[config.mk]
export PLATFORM = sky130hd
export DESIGN_NAME = lazy_sorted_key_table_core
export DESIGN_NICKNAME = d
export VERILOG_FILES = /design/src/lskt_pkg.sv /design/src/lazy_sorted_key_table_core.sv
export SDC_FILE = /design/constraint.sdc
export NUM_CORES = 2
export LEC_CHECK = 0
export BUFFER_PORTS_ARGS = -buffer_cell sky130_fd_sc_hd__buf_2
export CAP_MARGIN = 20
export CELL_PAD_IN_SITES_DETAIL_PLACEMENT = 0
export CELL_PAD_IN_SITES_GLOBAL_PLACEMENT = 1
export CORE_MARGIN = 2
export CORE_UTILIZATION = 40
export DETAILED_ROUTE_END_ITERATION = 12
export PLACE_DENSITY_LB_ADDON = 0.25
export SLEW_MARGIN = 10
export SYNTH_ARGS = -nofsm -noshare
export SYNTH_HDL_FRONTEND = slang
export SYNTH_SLANG_ARGS = --single-unit
export TNS_END_PERCENT = 10
[constraint.sdc]
create_clock -name clk -period 13 [get_ports clk]
set_input_delay 1.3 -clock clk [delete_from_list [all_inputs] [get_ports clk]]
set_output_delay 1.3 -clock clk [all_outputs]
set_load 0.02 [all_outputs]
[src/lskt_pkg.sv]
// shared types and codes for the lazy sorted key table
package lskt_pkg;
	typedef enum logic [1:0] {
		CMD_PUSH = 2'd0,
		CMD_POP  = 2'd1,
		CMD_FIND = 2'd2,
		CMD_NONE = 2'd3
	} cmd_t;
	typedef enum logic [1:0] {
		ST_OK        = 2'd0,
		ST_FULL      = 2'd1,
		ST_EMPTY     = 2'd2,
		ST_NOT_FOUND = 2'd3
	} status_t;
	localparam int IN_BITS  = 34;
	localparam int IN_BYTES = 5;
	localparam int OUT_BITS = 47;
	localparam int OUT_BYTES = 6;
endpackage

[src/lazy_sorted_key_table_core.sv]
// lazy sorted key table: key store with on-demand insertion sort and binary search
//
// A request is accepted in S_IDLE and answered from S_DONE. Push goes to S_DONE,
// or through S_PUSHRD and S_PUSHCMP when the table is marked sorted and holds keys,
// since the previous last key is then read back and compared. Pop uses S_POPRD and
// S_POPWT. Find on an unsorted table first runs an insertion sort through the key
// memory, in S_SORTI, S_SORTRV, S_SORTRP and S_SORTCMP per entry plus S_SORTRP and
// S_SORTCMP per shifted entry (quadratic in the count), then bisects through
// S_PROBE, S_PRWT and S_PRCMP per probe, log2(DEPTH)+1 probes at most. The memory
// has one read and one write port with registered read data; the comparator is
// shared. The block takes no request while one is in progress; a finished result
// sits in the output register while the block idles. A configuration write offered
// with a request goes first. No clearing pass follows reset.
module lazy_sorted_key_table_core #(
	parameter int DEPTH     = 64,
	parameter int KEY_WIDTH = 32
) (
	input  logic        clk,
	input  logic        arst_n,
	input  logic        cfg_valid,
	output logic        cfg_ready,
	input  logic        cfg_data,       // order_mode
	input  logic        s_tvalid,
	output logic        s_tready,
	input  logic [39:0] s_tdata,        // cmd[1:0], key[33:2], zero fill
	output logic        m_tvalid,
	input  logic        m_tready,
	output logic [47:0] m_tdata         // status[1:0], key_out[33:2], position[39:34],
	                                    // entry_total[46:40], zero fill
);
	import lskt_pkg::*;

	localparam int AW = $clog2(DEPTH);
	localparam int CW = $clog2(DEPTH + 1);

	typedef enum logic [3:0] {
		S_IDLE, S_PUSHRD, S_PUSHCMP, S_POPRD, S_POPWT, S_SORTI, S_SORTRV, S_SORTRP,
		S_SORTCMP, S_PROBE, S_PRWT, S_PRCMP, S_DONE
	} state_t;

	state_t state_q;
	logic [KEY_WIDTH-1:0] mem [DEPTH];
	logic [KEY_WIDTH-1:0] rd_q, key_q, v_q;
	logic [AW-1:0] rd_addr;
	logic rd_en;
	logic [AW-1:0] wr_addr;
	logic [KEY_WIDTH-1:0] wr_data;
	logic wr_en;
	logic [CW-1:0] count_q, i_q, j_q, low_q, high_q, mid_q;
	logic sorted_q, order_q;
	logic [1:0] st_q;
	logic [31:0] kout_q;
	logic [5:0] pos_q;

	// shared comparator: a orders after b, a orders before b
	logic [KEY_WIDTH-1:0] ca, cb;
	logic c_gt, c_lt, gt_raw, lt_raw;
	assign gt_raw = ca > cb;
	assign lt_raw = ca < cb;
	assign c_gt = order_q ? lt_raw : gt_raw;
	assign c_lt = order_q ? gt_raw : lt_raw;

	logic [KEY_WIDTH-1:0] in_key;
	logic [31:0] in_key32;
	assign in_key32 = s_tdata[33:2];
	assign in_key = KEY_WIDTH'(in_key32);

	logic [CW-1:0] mid_c;
	assign mid_c = low_q + ((high_q - low_q) >> 1);

	always_comb begin
		ca = key_q;
		cb = rd_q;
		case (state_q)
			S_SORTCMP: begin ca = rd_q;   cb = v_q;    end
			default:   begin ca = key_q;  cb = rd_q;   end
		endcase
	end

	always_ff @(posedge clk) begin
		if (wr_en) mem[wr_addr] <= wr_data;
		if (rd_en) rd_q <= mem[rd_addr];
	end

	logic [31:0] rd32;
	assign rd32 = 32'(rd_q);

	assign s_tready = (state_q == S_IDLE) && !m_tvalid && !cfg_valid;
	assign cfg_ready = (state_q == S_IDLE) && !m_tvalid;
	assign m_tdata = {1'b0, 7'(count_q), pos_q, kout_q, st_q};

	always_comb begin
		rd_en = 1'b0;
		rd_addr = '0;
		wr_en = 1'b0;
		wr_addr = '0;
		wr_data = v_q;
		case (state_q)
			S_IDLE: begin
				if (s_tvalid && s_tready && cmd_t'(s_tdata[1:0]) == CMD_PUSH
					&& count_q < CW'(DEPTH)) begin
					wr_en = 1'b1;
					wr_addr = count_q[AW-1:0];
					wr_data = in_key;
				end
			end
			S_PUSHRD: begin rd_en = 1'b1; rd_addr = AW'(count_q - 2'd2); end
			S_POPRD: begin rd_en = 1'b1; rd_addr = count_q[AW-1:0]; end
			S_SORTI: begin rd_en = 1'b1; rd_addr = i_q[AW-1:0]; end
			S_SORTRP: begin rd_en = 1'b1; rd_addr = AW'(j_q - 1'b1); end
			S_SORTCMP: begin
				wr_en = 1'b1;
				wr_addr = j_q[AW-1:0];
				wr_data = (j_q != 0 && c_gt) ? rd_q : v_q;
			end
			S_PROBE: begin rd_en = 1'b1; rd_addr = mid_c[AW-1:0]; end
			default: ;
		endcase
	end

	always_ff @(posedge clk or negedge arst_n) begin
		if (!arst_n) begin
			state_q <= S_IDLE;
			count_q <= '0;
			sorted_q <= 1'b0;
			order_q <= 1'b0;
			m_tvalid <= 1'b0;
			key_q <= '0;
			v_q <= '0;
			st_q <= ST_OK;
			kout_q <= '0;
			pos_q <= '0;
			i_q <= '0;
			j_q <= '0;
			low_q <= '0;
			high_q <= '0;
			mid_q <= '0;
		end else begin
			if (m_tvalid && m_tready) m_tvalid <= 1'b0;
			case (state_q)
				S_IDLE: begin
					if (cfg_valid && cfg_ready) begin
						order_q <= cfg_data;
						sorted_q <= 1'b0;
					end else if (s_tvalid && s_tready) begin
						key_q <= in_key;
						st_q <= ST_OK;
						kout_q <= '0;
						pos_q <= '0;
						case (cmd_t'(s_tdata[1:0]))
							CMD_PUSH: begin
								if (count_q >= CW'(DEPTH)) begin
									st_q <= ST_FULL;
									state_q <= S_DONE;
								end else begin
									count_q <= count_q + 1'b1;
									if (sorted_q && count_q != 0) state_q <= S_PUSHRD;
									else state_q <= S_DONE;
								end
							end
							CMD_POP: begin
								if (count_q == 0) begin
									st_q <= ST_EMPTY;
									state_q <= S_DONE;
								end else begin
									count_q <= count_q - 1'b1;
									state_q <= S_POPRD;
								end
							end
							CMD_FIND: begin
								st_q <= ST_NOT_FOUND;
								low_q <= '0;
								high_q <= count_q;
								if (count_q == 0) state_q <= S_DONE;
								else if (sorted_q) state_q <= S_PROBE;
								else begin
									i_q <= CW'(1);
									state_q <= S_SORTI;
								end
							end
							default: state_q <= S_DONE;
						endcase
					end
				end
				S_PUSHRD: state_q <= S_PUSHCMP;
				S_PUSHCMP: begin
					// previous last key orders after the new one
					if (c_lt) sorted_q <= 1'b0;
					state_q <= S_DONE;
				end
				S_POPRD: state_q <= S_POPWT;
				S_POPWT: begin
					kout_q <= rd32;
					state_q <= S_DONE;
				end
				S_SORTI: begin
					if (i_q >= count_q) begin
						sorted_q <= 1'b1;
						state_q <= S_PROBE;
					end else begin
						j_q <= i_q;
						state_q <= S_SORTRV;
					end
				end
				S_SORTRV: begin
					v_q <= rd_q;
					state_q <= S_SORTRP;
				end
				S_SORTRP: state_q <= S_SORTCMP;
				S_SORTCMP: begin
					if (j_q != 0 && c_gt) begin
						j_q <= j_q - 1'b1;
						state_q <= S_SORTRP;
					end else begin
						i_q <= i_q + 1'b1;
						state_q <= S_SORTI;
					end
				end
				S_PROBE: begin
					if (high_q > low_q) begin
						mid_q <= mid_c;
						state_q <= S_PRWT;
					end else state_q <= S_DONE;
				end
				S_PRWT: state_q <= S_PRCMP;
				S_PRCMP: begin
					if (c_gt) begin
						low_q <= mid_q + 1'b1;
						state_q <= S_PROBE;
					end else if (c_lt) begin
						high_q <= mid_q;
						state_q <= S_PROBE;
					end else begin
						st_q <= ST_OK;
						kout_q <= rd32;
						pos_q <= 6'(mid_q);
						state_q <= S_DONE;
					end
				end
				S_DONE: begin
					m_tvalid <= 1'b1;
					state_q <= S_IDLE;
				end
				default: state_q <= S_IDLE;
			endcase
		end
	end
endmodule

==> impl_metrics.tcl <==
set metrics [dict create \
    grt_pass1_vias 46900 \
    grtUsageTotal_pct 21.6 \
    drive_gt1_share_pct 23.6 \
    endpoint_kind "register" \
    die-area_sq_mm 0.228 \
    antenna_found_initial 10 \
    min_path_type "register to register" \
    vias 47600 \
    reg2reg_depth 16 \
    post_cts_buffers 0 \
    drv_slew 0 \
    hp-start "st_q[0]" \
    fmax_mhz 157 \
    cts_resized 0 \
    syn_area_sq_mm 0.0896 \
    cts_hold_buf 0 \
    route.detailed.drc 0 \
    die_w_um 477 \
    worstReg2RegEnd "mem[4][6]" \
    clock_latency_ps 870 \
    rsz0062_at_grt "false" \
    fin_nets 5119 \
    critPathLaunchType "register" \
    rows 173 \
    slew_headroom_pct 20.4 \
    final_hold_viol_count 0 \
    final.setup_skew_ps 53.1 \
    root_buffer "clkbuf_16" \
    synth_top_area_cell "edfxtp_1" \
    cts_tree "built" \
    area_growth_pct 13.3 \
    htreeDepth 4 \
    finalSetupViolations 0 \
    cp_max_fo 68 \
    power_uw 24700 \
    numCtsBuffers 223 \
    overflow 0 \
    cts_max_path_buffers 3 \
    outcome "finished clean" \
    fin_crit_ps 6370 \
    fin_crit_sh_pct 49.0 \
    gp_congestion 0.820 \
    cts_sinks 2233 \
    avgSynthCellArea_sq_um 18.6 \
    grt_max_degree 146 \
    fill_cells 19000 \
    syn_nets 4916 \
    reg2reg_slack_ps 6630 \
    synthTopCellsByArea "edfxtp_1, mux4_2, dfrtp_1, nand2_1, mux2i_1" \
    ant_nets 0 \
    worstPathRequired_ps 13530 \
    fin_tns_setup_ps 0 \
    viasPerCell 5.83 \
    io_buffers 89 \
    crit_type "register to register" \
    grt_first_pass_wirelength_um 352000 \
    p_leak_uw 0.0329 \
    min_to "st_q[0]" \
    io_pins 97 \
    dp_hpwl_um 136000 \
    min_path_cells 1 \
    ys_types 88 \
    irDropWorstVdd_mv 0.163 \
    r2r_start "state_q[2]" \
    wirelength_um 249000 \
    worst_pin_slew_ps 1190 \
    synth_edf_count 2080 \
    max_cap_violations 0 \
    synth_top_area_share_pct 69.7 \
    synthCells 4805 \
    avgRoutedWirePerCell_um 30.5 \
    start_util_pct 40.3 \
    synthArstFlopShare_pct 6.85 \
    firstDrtPassIters 6 \
    power_density_mw_per_mm2 243 \
    whs_ps 471 \
    drtIter0Drc 5602 \
    utilization_pct 45.6 \
    ys_seq_area_share_pct 74.0 \
    die_y_um 477 \
    cp.arrival_ps 6890 \
    synthFlopType "edfxtp_1" \
    coreArea_sq_mm 0.223 \
    clkSlewWorstSetupHoldPaths_ps 60 \
    yosysWarningCount 0 \
    ys_ff_latch 2233 \
]
==> routing by layer <==
layer	GRT usage (%)	vias up	routed length (um)
li1	-	19900	-
met1	32.0	25600	110000
met2	33.4	1737	115000
met3	3.88	307	19000
met4	5.01	2	4800
met5	0	-	13
==> layout make-up <==
class	count	area (sq um)	share of cell area, %
antenna	5	12.5	0.0123
multi-input combinational	2249	22600	22.3
sequential	2233	66300	65.3
inverter	50	188	0.185
timing repair buffer	251	1740	1.72
clock inverter	113	1040	1.02
clock buffer	293	5970	5.88
tap	2975	3720	3.67
==> registers in the layout, summed over array words and instances (netlist names), 7 cells and up <==
signal	flops
mem	2048
key_q	32
kout_q	32
rd32	32
v_q	32
count_q	7
high_q	7
i_q	7
j_q	7
low_q	7
mid_q	7
==> cells by family after synthesis <==
logic type | Yosys count | share of synthesized area (%)
AO/OA/AOI/OAI | 654 | 5.44
XOR/XNOR | 27 | 0.264
adder cells (fa/ha/maj) | 65 | 0.933
buffers and inverters | 323 | 1.91
flip-flops | 2233 | 74.0
multiplexers | 625 | 13.0
other | 1 | 0.00418
AND/OR/NAND/NOR | 877 | 4.52
==> Yosys cell counts, drive strengths merged (3+ instances only) <==
cell     instances
and4             4
a22oi           92
nor2b            9
clkbuf          94
nand3b          65
nor4             5
nand3           22
a221o            8
a21o            20
and4bb           3
mux4           419
nand2b          16
and3            44
xnor2           19
ha              62
o21a             4
fa               3
nand2          494
mux2i          120
mux2            86
o2111ai         63
dfrtp          153
a21oi           67
nor2           164
xor2             8
edfxtp        2080
a211oi          40
nand4            8
buf            179
or3              4
inv             50
or2              4
o31ai            4
a21boi           5
nor3            12
o22ai           55
o21ai          149
and2             5
a32o            93
a22o            33
or4              4
==> worst max-delay path: stages (launching register included) <==
cell and delay [ps]:
dfrtp_1 700, inv_1 330, nand2_1 160, nor2_4 100, buf_4 620, mux2i_1 360, ha_1 290, and3_1 180
nand4_1 140, and4bb_2 290, or4_1 470, a21oi_1 150, or2_2 330, buf_4 620, a22oi_1 220, o21ai_4 140
buf_4 700
==> how the worst max path moves through the flow <==
stage / startpoint / end / cells past startpoint
6_report: state_q[2] / mem[4][6] / 16
5_1_grt: state_q[2] / mem[16][22] / 16
3_5_place_dp: high_q[0] / rd32[24] / 14
3_3_place_gp: high_q[0] / rd32[24] / 14
4_1_cts: low_q[0] / rd32[24] / 13
2_1_floorplan: state_q[1] / mem[0][0] / 18
==> cells in the final DEF (no fill, tap or decap), types with 9 or more instances in the layout <==
cell type / count
o22ai_1: 55
a211oi_1: 10
a21oi_4: 19
o21ai_0: 66
a22oi_1: 92
nor2_4: 69
edfxtp_1: 2080
a211oi_2: 30
clkbuf_16: 226
nand2_1: 490
clkinv_2: 35
o21ai_1: 65
buf_2: 88
buf_4: 156
ha_1: 62
o2111ai_1: 62
nor2b_1: 9
clkbuf_1: 61
a21oi_1: 48
xnor2_1: 19
mux2i_1: 120
nand2b_1: 16
a32o_1: 93
and3_1: 43
o21ai_4: 17
a21o_1: 20
nand3b_1: 65
a22o_1: 33
bufinv_16: 17
mux2_2: 86
mux4_2: 419
clkinv_1: 47
nand3_1: 17
inv_1: 50
dfrtp_1: 153
nor2_1: 92
==> per-stage QoR <==
stage               cell area, sq um  cells  setup slack, ps
floorplan                      89600   4805             5950
global placement               94500   7758             6630
detailed placement             94500   7758             6640
CTS                           102000   8164             6660
global route                  102000   8165             6260
finish                        102000   8169             6630
==> power by group <==
| part | leakage, uW | total (uW) | switching, uW | internal, uW |
|---|---|---|---|---|
| Sequential | 0.0209 | 10100 | 410 | 9700 |
| Combinational | 0.00867 | 8280 | 5620 | 2660 |
| Clock | 0.00342 | 6260 | 2710 | 3550 |
(Power assumes the default switching activity.)
